### src/design/hte_pkg.sv
// ----------------------------------------------------------------------------
// Thermostat editor package
// Types, codes, reset values and small arithmetic helpers of the thermostat.
// ----------------------------------------------------------------------------
package hte_pkg;

  localparam int unsigned TempW    = 8;
  localparam int unsigned TimeoutW = 16;
  localparam int unsigned CfgIdxW  = 2;
  localparam int unsigned CfgDataW = 16;

  typedef enum logic [2:0] {
    OP_TICK       = 3'd0,
    OP_MINUS      = 3'd1,
    OP_PLUS       = 3'd2,
    OP_MINUS_LONG = 3'd3,
    OP_PLUS_LONG  = 3'd4,
    OP_MEASURE    = 3'd5,
    OP_LOAD       = 3'd6
  } op_e;

  typedef enum logic [1:0] {
    MODE_NONE  = 2'd0,
    MODE_LOWER = 2'd1,
    MODE_UPPER = 2'd2
  } mode_e;

  typedef enum logic [CfgIdxW-1:0] {
    CFG_MIN_LIMIT     = 2'd0,
    CFG_MAX_LIMIT     = 2'd1,
    CFG_TIMEOUT_TICKS = 2'd2
  } cfg_idx_e;

  localparam logic signed [TempW-1:0] MinLimitRst     = -8'sd50;
  localparam logic signed [TempW-1:0] MaxLimitRst     = 8'sd50;
  localparam logic [TimeoutW-1:0]     TimeoutTicksRst = 16'd2000;

  typedef struct packed {
    logic signed [TempW-1:0] min_limit;
    logic signed [TempW-1:0] max_limit;
    logic [TimeoutW-1:0]     timeout_ticks;
  } cfg_t;

  typedef struct packed {
    logic [2:0]       opcode;
    logic [TempW-1:0] temperature;
    logic             measure_ok;
    logic [TempW-1:0] stored_lower;
    logic [TempW-1:0] stored_upper;
  } in_item_t;

  typedef struct packed {
    logic             relay_on;
    logic             sensor_fault;
    logic [TempW-1:0] lower_out;
    logic [TempW-1:0] upper_out;
    logic [1:0]       edit_mode;
    logic [TempW-1:0] edit_value;
    logic             save_strobe;
  } out_item_t;

  function automatic logic signed [TempW-1:0] sat8(input logic signed [TempW:0] v);
    logic signed [TempW-1:0] r;
    if (v < -9'sd128) begin
      r = -8'sd128;
    end else if (v > 9'sd127) begin
      r = 8'sd127;
    end else begin
      r = v[TempW-1:0];
    end
    return r;
  endfunction

  function automatic logic signed [TempW-1:0] clamp8(input logic signed [TempW-1:0] v,
                                                     input logic signed [TempW-1:0] lo,
                                                     input logic signed [TempW-1:0] hi);
    logic signed [TempW-1:0] r;
    if (v < lo) begin
      r = lo;
    end else if (v > hi) begin
      r = hi;
    end else begin
      r = v;
    end
    return r;
  endfunction

endpackage

### src/design/hte_if.sv
// ----------------------------------------------------------------------------
// Thermostat editor channels
// Valid/ready channels for command items and for result items.
// ----------------------------------------------------------------------------
interface hte_in_if import hte_pkg::*; ();
  logic                    valid;
  logic                    ready;
  logic [2:0]              opcode;
  logic signed [TempW-1:0] temperature;
  logic                    measure_ok;
  logic signed [TempW-1:0] stored_lower;
  logic signed [TempW-1:0] stored_upper;

  modport source (
    output valid, opcode, temperature, measure_ok, stored_lower, stored_upper,
    input  ready
  );
  modport sink (
    input  valid, opcode, temperature, measure_ok, stored_lower, stored_upper,
    output ready
  );
endinterface

interface hte_out_if import hte_pkg::*; ();
  logic                    valid;
  logic                    ready;
  logic                    relay_on;
  logic                    sensor_fault;
  logic signed [TempW-1:0] lower_out;
  logic signed [TempW-1:0] upper_out;
  logic [1:0]              edit_mode;
  logic signed [TempW-1:0] edit_value;
  logic                    save_strobe;

  modport source (
    output valid, relay_on, sensor_fault, lower_out, upper_out, edit_mode, edit_value,
           save_strobe,
    input  ready
  );
  modport sink (
    input  valid, relay_on, sensor_fault, lower_out, upper_out, edit_mode, edit_value,
           save_strobe,
    output ready
  );
endinterface

### src/design/hte_cfg_regs.sv
// ----------------------------------------------------------------------------
// Thermostat editor configuration registers
// Holds the threshold limits and the edit timeout, written by index.
// ----------------------------------------------------------------------------
module hte_cfg_regs import hte_pkg::*; (
  input  logic                clk_i,
  input  logic                rst_ni,
  input  logic                cfg_we_i,
  input  logic [CfgIdxW-1:0]  cfg_idx_i,
  input  logic [CfgDataW-1:0] cfg_data_i,
  output cfg_t                cfg_o
);

  cfg_t cfg_d, cfg_q;

  always_comb begin
    cfg_d = cfg_q;
    if (cfg_we_i) begin
      unique case (cfg_idx_i)
        CFG_MIN_LIMIT:     cfg_d.min_limit     = cfg_data_i[TempW-1:0];
        CFG_MAX_LIMIT:     cfg_d.max_limit     = cfg_data_i[TempW-1:0];
        CFG_TIMEOUT_TICKS: cfg_d.timeout_ticks = cfg_data_i[TimeoutW-1:0];
        default: ;
      endcase
    end
  end

  always_ff @(posedge clk_i or negedge rst_ni) begin
    if (!rst_ni) begin
      cfg_q.min_limit     <= MinLimitRst;
      cfg_q.max_limit     <= MaxLimitRst;
      cfg_q.timeout_ticks <= TimeoutTicksRst;
    end else begin
      cfg_q <= cfg_d;
    end
  end

  assign cfg_o = cfg_q;

endmodule

### src/design/hte_core.sv
// ----------------------------------------------------------------------------
// Thermostat editor core
// Holds the thresholds, relay and edit state, and works out one command
// item per cycle while step_i is high into its result item.
// ----------------------------------------------------------------------------
module hte_core import hte_pkg::*; #(
  parameter int unsigned COUNT_BITS = 16
) (
  input  logic      clk_i,
  input  logic      rst_ni,
  input  cfg_t      cfg_i,
  input  logic      step_i,
  input  in_item_t  item_i,
  output out_item_t result_o
);

  localparam int unsigned CmpW = (COUNT_BITS > TimeoutW) ? COUNT_BITS : TimeoutW;

  logic signed [TempW-1:0] lower_d, lower_q;
  logic signed [TempW-1:0] upper_d, upper_q;
  logic signed [TempW-1:0] pending_d, pending_q;
  logic                    relay_d, relay_q;
  mode_e                   mode_d, mode_q;
  logic [COUNT_BITS-1:0]   idle_d, idle_q;

  logic signed [TempW-1:0] min_lim, max_lim, temp, st_lower, st_upper;
  logic signed [TempW-1:0] lo_min, lo_max, up_min, up_max, b_lo, b_hi;
  logic [COUNT_BITS-1:0]   cnt_inc;
  logic                    fault, save;

  assign min_lim  = cfg_i.min_limit;
  assign max_lim  = cfg_i.max_limit;
  assign temp     = item_i.temperature;
  assign st_lower = item_i.stored_lower;
  assign st_upper = item_i.stored_upper;

  assign lo_min  = min_lim;
  assign lo_max  = sat8($signed({max_lim[TempW-1], max_lim}) - 9'sd1);
  assign up_min  = sat8($signed({min_lim[TempW-1], min_lim}) + 9'sd1);
  assign up_max  = max_lim;
  assign b_lo    = (mode_q == MODE_LOWER) ? lo_min : up_min;
  assign b_hi    = (mode_q == MODE_LOWER) ? lo_max : up_max;
  assign cnt_inc = (idle_q != '1) ? idle_q + 1'b1 : idle_q;

  always_comb begin
    lower_d   = lower_q;
    upper_d   = upper_q;
    pending_d = pending_q;
    relay_d   = relay_q;
    mode_d    = mode_q;
    idle_d    = idle_q;
    fault     = 1'b0;
    save      = 1'b0;
    case (op_e'(item_i.opcode))
      OP_TICK: begin
        if (mode_q != MODE_NONE) begin
          idle_d = cnt_inc;
          if (CmpW'(cnt_inc) >= CmpW'(cfg_i.timeout_ticks)) begin
            if (mode_q == MODE_LOWER) begin
              lower_d = pending_q;
              if (upper_q <= pending_q) begin
                upper_d = sat8($signed({pending_q[TempW-1], pending_q}) + 9'sd1);
              end
            end else begin
              upper_d = pending_q;
              if (lower_q >= pending_q) begin
                lower_d = sat8($signed({pending_q[TempW-1], pending_q}) - 9'sd1);
              end
            end
            mode_d    = MODE_NONE;
            pending_d = '0;
            save      = 1'b1;
          end
        end
      end
      OP_MINUS, OP_PLUS: begin
        if (mode_q != MODE_NONE) begin
          if (op_e'(item_i.opcode) == OP_MINUS) begin
            if (pending_q > b_lo) pending_d = pending_q - 8'sd1;
          end else begin
            if (pending_q < b_hi) pending_d = pending_q + 8'sd1;
          end
          idle_d = '0;
        end
      end
      OP_MINUS_LONG, OP_PLUS_LONG: begin
        if (mode_q == MODE_NONE) begin
          if (op_e'(item_i.opcode) == OP_MINUS_LONG) begin
            mode_d    = MODE_LOWER;
            pending_d = lower_q;
          end else begin
            mode_d    = MODE_UPPER;
            pending_d = upper_q;
          end
          idle_d = '0;
        end
      end
      OP_MEASURE: begin
        if (mode_q == MODE_NONE) begin
          if (!item_i.measure_ok) begin
            relay_d = 1'b1;
            fault   = 1'b1;
          end else if (temp <= lower_q) begin
            relay_d = 1'b1;
          end else if (temp >= upper_q) begin
            relay_d = 1'b0;
          end
        end
      end
      OP_LOAD: begin
        lower_d = clamp8(st_lower, lo_min, lo_max);
        upper_d = clamp8(st_upper, up_min, up_max);
      end
      default: ;
    endcase
  end

  always_ff @(posedge clk_i or negedge rst_ni) begin
    if (!rst_ni) begin
      lower_q   <= MinLimitRst;
      upper_q   <= MaxLimitRst;
      pending_q <= '0;
      relay_q   <= 1'b1;
      mode_q    <= MODE_NONE;
      idle_q    <= '0;
    end else if (step_i) begin
      lower_q   <= lower_d;
      upper_q   <= upper_d;
      pending_q <= pending_d;
      relay_q   <= relay_d;
      mode_q    <= mode_d;
      idle_q    <= idle_d;
    end
  end

  always_comb begin
    result_o.relay_on     = relay_d;
    result_o.sensor_fault = fault;
    result_o.lower_out    = lower_d;
    result_o.upper_out    = upper_d;
    result_o.edit_mode    = mode_d;
    result_o.edit_value   = (mode_d != MODE_NONE) ? pending_d : '0;
    result_o.save_strobe  = save;
  end

endmodule

### src/design/hysteresis_thermostat_editor.sv
// ----------------------------------------------------------------------------
// Hysteresis thermostat editor
// Two-point thermostat with threshold editing by key presses and timeout.
//
//   Channel   Dir   Transfer when         Carries
//   in_i      in    in_i.valid & ready    command item
//   out_o     out   out_o.valid & ready   relay, thresholds, edit state
//   cfg       in    cfg_we_i              limits and timeout, by index
//
// One item per cycle unless the result stalls: a command item is held in the
// input register, then the core logic writes its result to the output
// register. A stalled result holds the output register; the input register
// refills as soon as its item moves on. Reset is asynchronous and needs no
// clearing pass.
// ----------------------------------------------------------------------------
module hysteresis_thermostat_editor import hte_pkg::*; #(
  parameter int unsigned COUNT_BITS = 16
) (
  input  logic                clk_i,
  input  logic                rst_ni,
  hte_in_if.sink              in_i,
  hte_out_if.source           out_o,
  input  logic                cfg_we_i,
  input  logic [CfgIdxW-1:0]  cfg_idx_i,
  input  logic [CfgDataW-1:0] cfg_data_i
);

  cfg_t      cfg;
  in_item_t  in_item_q;
  out_item_t out_item_q, result;
  logic      in_valid_d, in_valid_q, out_valid_d, out_valid_q;
  logic      in_fire, step, out_free;

  hte_cfg_regs u_cfg (
    .clk_i,
    .rst_ni,
    .cfg_we_i,
    .cfg_idx_i,
    .cfg_data_i,
    .cfg_o (cfg)
  );

  hte_core #(
    .COUNT_BITS (COUNT_BITS)
  ) u_core (
    .clk_i,
    .rst_ni,
    .cfg_i    (cfg),
    .step_i   (step),
    .item_i   (in_item_q),
    .result_o (result)
  );

  assign out_free   = !out_valid_q || out_o.ready;
  assign step       = in_valid_q && out_free;
  assign in_i.ready = !in_valid_q || step;
  assign in_fire    = in_i.valid && in_i.ready;

  assign in_valid_d  = in_fire ? 1'b1 : (step ? 1'b0 : in_valid_q);
  assign out_valid_d = step ? 1'b1 : (out_o.ready ? 1'b0 : out_valid_q);

  always_ff @(posedge clk_i or negedge rst_ni) begin
    if (!rst_ni) begin
      in_valid_q  <= 1'b0;
      out_valid_q <= 1'b0;
    end else begin
      in_valid_q  <= in_valid_d;
      out_valid_q <= out_valid_d;
    end
  end

  always_ff @(posedge clk_i) begin
    if (in_fire) begin
      in_item_q.opcode       <= in_i.opcode;
      in_item_q.temperature  <= in_i.temperature;
      in_item_q.measure_ok   <= in_i.measure_ok;
      in_item_q.stored_lower <= in_i.stored_lower;
      in_item_q.stored_upper <= in_i.stored_upper;
    end
    if (step) begin
      out_item_q <= result;
    end
  end

  assign out_o.valid        = out_valid_q;
  assign out_o.relay_on     = out_item_q.relay_on;
  assign out_o.sensor_fault = out_item_q.sensor_fault;
  assign out_o.lower_out    = out_item_q.lower_out;
  assign out_o.upper_out    = out_item_q.upper_out;
  assign out_o.edit_mode    = out_item_q.edit_mode;
  assign out_o.edit_value   = out_item_q.edit_value;
  assign out_o.save_strobe  = out_item_q.save_strobe;

endmodule

### src/flat_wrapper.sv
// flat-port wrapper written by rule: the top's interface ports become plain ports
module hysteresis_thermostat_editor_flat import hte_pkg::*;
#(
  parameter int unsigned COUNT_BITS = 16
)
  (clk_i, rst_ni, cfg_we_i, cfg_idx_i, cfg_data_i, in_i_valid, in_i_opcode, in_i_temperature, in_i_measure_ok, in_i_stored_lower, in_i_stored_upper, in_i_ready, out_o_valid, out_o_relay_on, out_o_sensor_fault, out_o_lower_out, out_o_upper_out, out_o_edit_mode, out_o_edit_value, out_o_save_strobe, out_o_ready);
  hte_in_if in_i_i ();
  hte_out_if out_o_i ();
  input  logic clk_i;
  input  logic rst_ni;
  input  logic cfg_we_i;
  input  logic [CfgIdxW-1:0] cfg_idx_i;
  input  logic [CfgDataW-1:0] cfg_data_i;
  input wire logic [$bits(in_i_i.valid)-1:0] in_i_valid;
  input wire logic [$bits(in_i_i.opcode)-1:0] in_i_opcode;
  input wire logic [$bits(in_i_i.temperature)-1:0] in_i_temperature;
  input wire logic [$bits(in_i_i.measure_ok)-1:0] in_i_measure_ok;
  input wire logic [$bits(in_i_i.stored_lower)-1:0] in_i_stored_lower;
  input wire logic [$bits(in_i_i.stored_upper)-1:0] in_i_stored_upper;
  output wire logic [$bits(in_i_i.ready)-1:0] in_i_ready;
  output wire logic [$bits(out_o_i.valid)-1:0] out_o_valid;
  output wire logic [$bits(out_o_i.relay_on)-1:0] out_o_relay_on;
  output wire logic [$bits(out_o_i.sensor_fault)-1:0] out_o_sensor_fault;
  output wire logic [$bits(out_o_i.lower_out)-1:0] out_o_lower_out;
  output wire logic [$bits(out_o_i.upper_out)-1:0] out_o_upper_out;
  output wire logic [$bits(out_o_i.edit_mode)-1:0] out_o_edit_mode;
  output wire logic [$bits(out_o_i.edit_value)-1:0] out_o_edit_value;
  output wire logic [$bits(out_o_i.save_strobe)-1:0] out_o_save_strobe;
  input wire logic [$bits(out_o_i.ready)-1:0] out_o_ready;
  assign in_i_i.valid = in_i_valid;
  assign in_i_i.opcode = in_i_opcode;
  assign in_i_i.temperature = in_i_temperature;
  assign in_i_i.measure_ok = in_i_measure_ok;
  assign in_i_i.stored_lower = in_i_stored_lower;
  assign in_i_i.stored_upper = in_i_stored_upper;
  assign in_i_ready = in_i_i.ready;
  assign out_o_valid = out_o_i.valid;
  assign out_o_relay_on = out_o_i.relay_on;
  assign out_o_sensor_fault = out_o_i.sensor_fault;
  assign out_o_lower_out = out_o_i.lower_out;
  assign out_o_upper_out = out_o_i.upper_out;
  assign out_o_edit_mode = out_o_i.edit_mode;
  assign out_o_edit_value = out_o_i.edit_value;
  assign out_o_save_strobe = out_o_i.save_strobe;
  assign out_o_i.ready = out_o_ready;
  hysteresis_thermostat_editor #(.COUNT_BITS(COUNT_BITS)) u_core (.clk_i(clk_i), .rst_ni(rst_ni), .in_i(in_i_i), .out_o(out_o_i), .cfg_we_i(cfg_we_i), .cfg_idx_i(cfg_idx_i), .cfg_data_i(cfg_data_i));
endmodule
### config.mk
export PLATFORM = sky130hd
export DESIGN_NAME = hysteresis_thermostat_editor_flat
export DESIGN_NICKNAME = d
export VERILOG_FILES = /design/src/design/hte_pkg.sv /design/src/design/hte_if.sv /design/src/design/hte_cfg_regs.sv /design/src/design/hte_core.sv /design/src/design/hysteresis_thermostat_editor.sv /design/src/flat_wrapper.sv
export SDC_FILE = /design/constraint.sdc
export NUM_CORES = 1
export LEC_CHECK = 0
export ABC_AREA = 1
export BUFFER_PORTS_ARGS = -buffer_cell sky130_fd_sc_hd__clkbuf_2
export CELL_PAD_IN_SITES_DETAIL_PLACEMENT = 0
export CELL_PAD_IN_SITES_GLOBAL_PLACEMENT = 1
export CORE_UTILIZATION = 30
export DETAILED_ROUTE_END_ITERATION = 7
export MAX_ROUTING_LAYER = met4
export PLACE_DENSITY = 0.57
export SLEW_MARGIN = 15
export SYNTH_ARGS = -nofsm -noshare
export SYNTH_HDL_FRONTEND = slang
export SYNTH_HIERARCHICAL = 1
export SYNTH_SLANG_ARGS = --single-unit
### constraint.sdc
create_clock -name clk_i -period 4.4 [get_ports clk_i]
set_clock_uncertainty 0.05 [all_clocks]
set_input_delay 0.44 -clock clk_i [delete_from_list [all_inputs] [get_ports clk_i]]
set_output_delay 0.44 -clock clk_i [all_outputs]
set_load 0.05 [all_outputs]
* Word level (Yosys, flattened, before mapping)
Index checks and enable logic that the tools add are counted.
Cells by class: add/subtract/negate cells 7, $mul 0, div/mod/pow operators 0, magnitude comparators 19, eq/ne operators 13, shifts and indexed selects 0, mux-type cells 54, bitwise logic cells 0, reductions and logical operators 22
Operators with widths (number):
- two-way mux 8 bit | 30
- two-way mux 16 bit | 4
- one-hot mux 16 bit (3 select lines) | 1
- greater-than comparator 9 x 8 -> 1 bit (second input constant) | 4
- less-than comparator 9 x 8 -> 1 bit (second input constant) | 4
- one-hot mux 8 bit (2 select lines) | 2
- greater-than comparator 8 bit | 3
- less-than comparator 8 bit | 3
- one-hot mux 8 bit (3 select lines) | 1
- adder 8 x 2 -> 9 bit (second input constant) | 2
- subtractor 8 x 2 -> 9 bit (second input constant) | 2
- adder 16 x 1 -> 16 bit (second input constant) | 1
- >= comparator 16 bit | 1
- >= comparator 8 bit | 2
- <= comparator 8 bit | 2
- != test 16 bit (second input constant) | 1
- two-way mux 1 bit | 11
- AND reduction 2 bit | 5
- == test 3 bit (second input constant) | 3
- adder 8 x 2 -> 8 bit (second input constant) | 1
- two-way mux 2 bit | 4
- nonzero test 2 bit | 4
- subtractor 8 x 2 -> 8 bit (second input constant) | 1
- == test 3 x 2 -> 1 bit (second input constant) | 2
- 13 further kinds | 21
Word-level totals: register bits 134, bits in latches 0, memory bits (writable) 0, ROM bits 0, output and inout bits 31, word-level logic and storage cells 138, memories kept 0

* Depth between registers and ports, before layout
word-level depth 10, mapped depth 32

* Modules after synthesis
The synthesis kept the hierarchy.
Modules (own cells, without submodules):
- hte_core | times used 1, cells an instance 1202, area an instance 7419.6 µm², sequential area each 1087.3 µm²
- hysteresis_thermostat_editor | times used 1, cells an instance 69, area an instance 1806.7 µm², sequential area each 1761.7 µm²
- hte_cfg_regs | times used 1, cells an instance 143, area an instance 1393.8 µm², sequential area each 818.3 µm²

* Least setup slack after synthesis
No wires, ideal clock.
kind reg-to-reg, start register u_core.out_valid_q, in the netlist u_core/out_o.valid, end register u_core.u_core.idle_q[14], library setup time 83 ps, arrival 3720 ps, path slack 548 ps, cell stages (with the launch flop) 11, cell sequence dfrtp_1 a21oi_1 clkbuf_1 inv_1 nor2_1 inv_1 a211oi_2 nand2_1 inv_1 nand2_1 o21ai_0
On the way: word-level cells in the longest chain between the ends 4
Ends and longest elaborated chain:
- from (decl) | line hysteresis_thermostat_editor.sv:31 | logic in_valid_d, in_valid_q, out_valid_d, out_valid_q;
- from (signal assigned) | line hysteresis_thermostat_editor.sv:68 | out_valid_q <= out_valid_d;
- zero test 1 bit | line hysteresis_thermostat_editor.sv:54 | assign out_free = !out_valid_q || out_o.ready;
- logical OR 1 bit | line hysteresis_thermostat_editor.sv:54
- logical AND 1 bit | line hysteresis_thermostat_editor.sv:55 | assign step = in_valid_q && out_free;
- AND reduction 5 bit (no line)
- to (signal assigned) | line hte_core.sv:132 | idle_q <= idle_d;
- to (decl) | line hte_core.sv:24 | logic [COUNT_BITS-1:0] idle_d, idle_q;
No other way between the ends. A chain may end at the register's enable or synchronous reset.

* Final worst setup path
start register u_core.u_cfg.cfg_q, in the netlist u_core/u_cfg/cfg_o[24], end register u_core.u_core.pending_q[7]
On the way: word-level cells in the longest chain between the ends 10, elaborated cells between the ends (all ways) 11
Ends and longest elaborated chain:
- from (decl) | line hte_cfg_regs.sv:14 | cfg_t cfg_d, cfg_q;
- from (signal assigned) | line hte_cfg_regs.sv:34 | cfg_q <= cfg_d;
- adder 8 x 2 -> 9 bit | line hte_core.sv:39 | assign up_min = sat8($signed({min_lim[TempW-1], min_lim}) + 9'sd1);
- greater-than comparator 9 x 8 -> 1 bit | line hte_pkg.sv:66 | end else if (v > 9'sd127) begin
- two-way mux 8 bit | line hte_pkg.sv:66
- two-way mux 8 bit | line hte_pkg.sv:64 | if (v < -9'sd128) begin
- two-way mux 8 bit (*) | line hte_core.sv:41 | assign b_lo = (mode_q == MODE_LOWER) ? lo_min : up_min;
- greater-than comparator 8 bit (*) | line hte_core.sv:79 | if (pending_q > b_lo) pending_d = pending_q - 8'sd1;
- two-way mux 8 bit (*) | line hte_core.sv:79
- two-way mux 8 bit (*) | line hte_core.sv:78 | if (op_e'(item_i.opcode) == OP_MINUS) begin
- two-way mux 8 bit (*) | line hte_core.sv:77 | if (mode_q != MODE_NONE) begin
- one-hot mux 8 bit (3 select lines) (*) | line hte_core.sv:54 | case (op_e'(item_i.opcode))
- to (signal assigned) | line hte_core.sv:129 | pending_q <= pending_d;
- to (decl) | line hte_core.sv:21 | logic signed [TempW-1:0] pending_d, pending_q;
Every way passes the cells marked *; elsewhere a longest branch is shown, timed or not.

==> results.md <==
* Status: complete, no violations
* Yosys Warn Count at 6
* CP Class: flip-flop to flip-flop
* Dpl hpwl at ~27 mm
* Ant diodes at 0
* Hold Fails Final Rpt at 0
* Slowest CP cell: dfrtp_2
* Routability Congestion at between 0.9 and 1
* Grt ovf at 0
* Syn avg cell area at 7.511 um2
* Element type at the critical path start: flip-flop
* Vias/cell at 4.992
* Reg2reg setup slack at 320 ps
* CP required at ~4700 ps
* Final WL at about 36 mm
* WL/cell at around 18 um
* Top cells by area, synth: edfxtp_1 16%, dfrtp_1 13%, nand2_1 13%, ha_1 12%, inv_1 5.8%
* Inst Count DP at 1934
* Worst r2r src: u_core/u_cfg/cfg_o[24]$_DFFE_PN0P_
* Pwr dens at roughly 600 nW/um2
* Max-cap violations at 0
* Tightest Hold Check Type: input port to async pin
* Slowest Stage Delay on Critical Path at roughly 470 ps
* Nets at 1651
* CORE AREA at ~35000 um2
* CTS sink count at 134
* CTS buffer count at 17
* Worst Setup End Kind: flip-flop
* Delay-heaviest family, CP: simple AND/OR/NAND/NOR gates
* FF-to-FF End: u_core/u_core/pending_q[7]$_DFFE_PN0P_
* Worst r2r path cells at 30
* Post-synth EDFFs at 57
* DRC viols at 0
* Worst Tran Pin Value at about 930 ps
* TritonCTS clock tree: yes
* Total Neg Setup Slack at 0 ps
* H-tree depth at 4
* Seq cells post-synth at ~130
* Fill cells at 3720
* Max_slew headroom at 37.76%
* P_leak at 5.866 nW
* Final ANT Viol Nets at 0
* Die width at around 190 um
* Critical path fanouts, max at 15
* Top-count cell post-synth: nand2_1
* Worst skew pair latency at 440 ps
* Register Area at ~3700 um2
* Hold_buf cts at 0
* DP Area at between 10000 and 15000 um2
* Routed via count at about 9800
* Top cells by instance count after synthesis: 356 x nand2_1, 163 x inv_1, 104 x a21oi_1
* I/O pin count at just over 80
* Multi-input gate area at around 6000 um2
* Worst Path Buf+Inv at 4
* Max IR drop VDD at about 0.00035 V
* Post-route insts no fill at between 1500 and 2000
* Max Clk Rate at ~250 MHz
* Yosys top cell area share at 16.12%
* Clock Path Buffers at 2
* Buffers on Ports at 81
* Finished layout cell area at approximately 12000 um2
* Largest net degree at the start of global routing at 62
* Distinct cell type count after synthesis at roughly 50
* Cell Area, Synth at between 10000 and 15000 um2
* Post-synth top area cell: edfxtp_1
* Crit path from: u_core/u_cfg/cfg_o[24]$_DFFE_PN0P_
* Synthesis-to-layout area growth at 15.39%
* CTS root buf: clkbuf_16
* Clock slew at the register clock pins of the worst setup and hold paths at 60 ps
* Syn Inst Count at ~1400
* Unrepaired setup endpoints after global routing: no
* Final Util at 35.30%
* Std-Cell Rows at between 60 and 70
* Commonest register cell after synthesis: edfxtp_1
* Asr flop ratio synth at 57.46%
* Final min period at 4078 ps
* Setup violators final at 0
* DRT Pass-1 Iters at 5
* First-pass GRT wire length at 56.23 mm
* Initial antenna violation count at 0
* Syn Nets at between 1500 and 2000
* Layout cells sized above 1 at 16.67%
* Via count of the first global-routing pass at 9571
* Die H at around 190 um
* Final Max Slew Viols at 0
* Sequential share of the synthesized area at between 30% and 40%
* GR Util All Layers at between 20% and 30%
* Critical Path AT at 4360 ps
* Die ar. at 36160 um2
* Initial Utilization at a little under a third
* Period utilization at approximately 93%
* Most frequent CP cell: nand2_1
* Initial DRC Count at roughly 660
[through the flow]
step | hold slack, ps | power, W | worst slack (ps)
2_1_floorplan | 94.41 | 0.004586 | 547.8
3_3_place_gp | 403.3 | 0.005860 | 349.9
3_5_place_dp | 403.5 | 0.005864 | 228.5
4_1_cts | 95.26 | 0.007374 | 207.8
5_1_grt | 100.8 | 0.007957 | 5.670
6_report | 83.66 | 0.007343 | 321.5
[worst max path at each step]
stage,end,slack [ps],depth (start not counted)
final,u_core/u_core/pending_q[7]$_DFFE_PN0P_,320,30
after global placement,u_core/u_core/pending_q[2]$_DFFE_PN0P_,350,29
after CTS,u_core/out_o.edit_value[4]$_DFFE_PP_,210,26
after detailed placement,u_core/out_o.edit_value[1]$_DFFE_PP_,230,26
after global routing,u_core/u_core/lower_q[7]$_DFFE_PN1P_,6,26
after floorplan,u_core/u_core/idle_q[14]$_DFFE_PN0P_,550,10
[metal layers]
layer  routed length (um)  part of all wire (%)  GRT usage (%)
met3                 1963                   5.5          3.874
met4                  661                   1.8          6.154
met2                16610                    46          33.52
met5                    0                     0              -
met1                16770                    47          27.95
[layout make-up]
| type | count | share of cell area (%) |
|---|---|---|
| clock inverters | 8 | 0.4390 |
| clock buffers | 24 | 4.452 |
| repair buffers | 113 | 5.452 |
| flip-flops and latches | 134 | 29.94 |
| multi-input cells | 1046 | 49.32 |
| inverters | 187 | 5.759 |
| well taps | 455 | 4.646 |
[state kept, by name (all words and copies together), names as in the netlist]
register	cells
u_core/u_core/relay_q	1
u_core/out_o.sensor_fault	1
u_core/in_valid_q	1
u_core/out_o.valid	1
u_core/out_o.save_strobe	1
u_core/u_core/upper_q	8
u_core/in_item_q	28
u_core/out_o.relay_on	1
u_core/u_core/pending_q	8
u_core/u_core/mode_q	2
u_core/u_cfg/cfg_o	32
u_core/out_o.upper_out	8
u_core/out_o.edit_value	8
u_core/u_core/lower_q	8
u_core/u_core/idle_q	16
u_core/out_o.lower_out	8
u_core/out_o.edit_mode	2
[repair_timing]
action,CTS,global route
resized for setup,0,13
setup endpoints to repair,0,47
endpoints found under the hold margin,0,0
buffers inserted,0,1
[cells by family after synthesis]
family / Yosys count / synth area share [%]
flops: 134 / 34.53
buf+inv: 234 / 9.083
mux: 7 / 0.6598
xor+xnor: 26 / 2.144
fa+ha+maj: 101 / 11.90
simple gates: 626 / 26.93
compound gates: 286 / 14.75
[cells in the final DEF (no fill, tap or decap), drive strengths merged, types with 20 or more instances in the layout]
cell	count
nand2	377
inv	187
o21ai	121
nand3	108
a21oi	105
clkbuf	104
ha	101
nor2	74
edfxtp	57
dfrtp	54
nand4	39
buf	33
xor2	24
dfstp	23
nor3	20
[worst reg2reg max path, delay by kind of cell, from the launching register on]
| family | cells | cell delay [ps] |
|---|---|---|
| AOI/OAI and AO/OA | 7 | 870 |
| DFF | 1 | 470 |
| adders and majority gates | 2 | 650 |
| buffers and inverters | 4 | 380 |
| and+or+nand+nor | 17 | 1510 |
[where the power goes]
group,total (W),internal [W],switching [W]
logic,0.00402,0.00128,0.00274
registers,0.00186,0.00162,0.000241
clock network,0.00146,0.000869,0.000593
(Power assumes the default switching activity.)
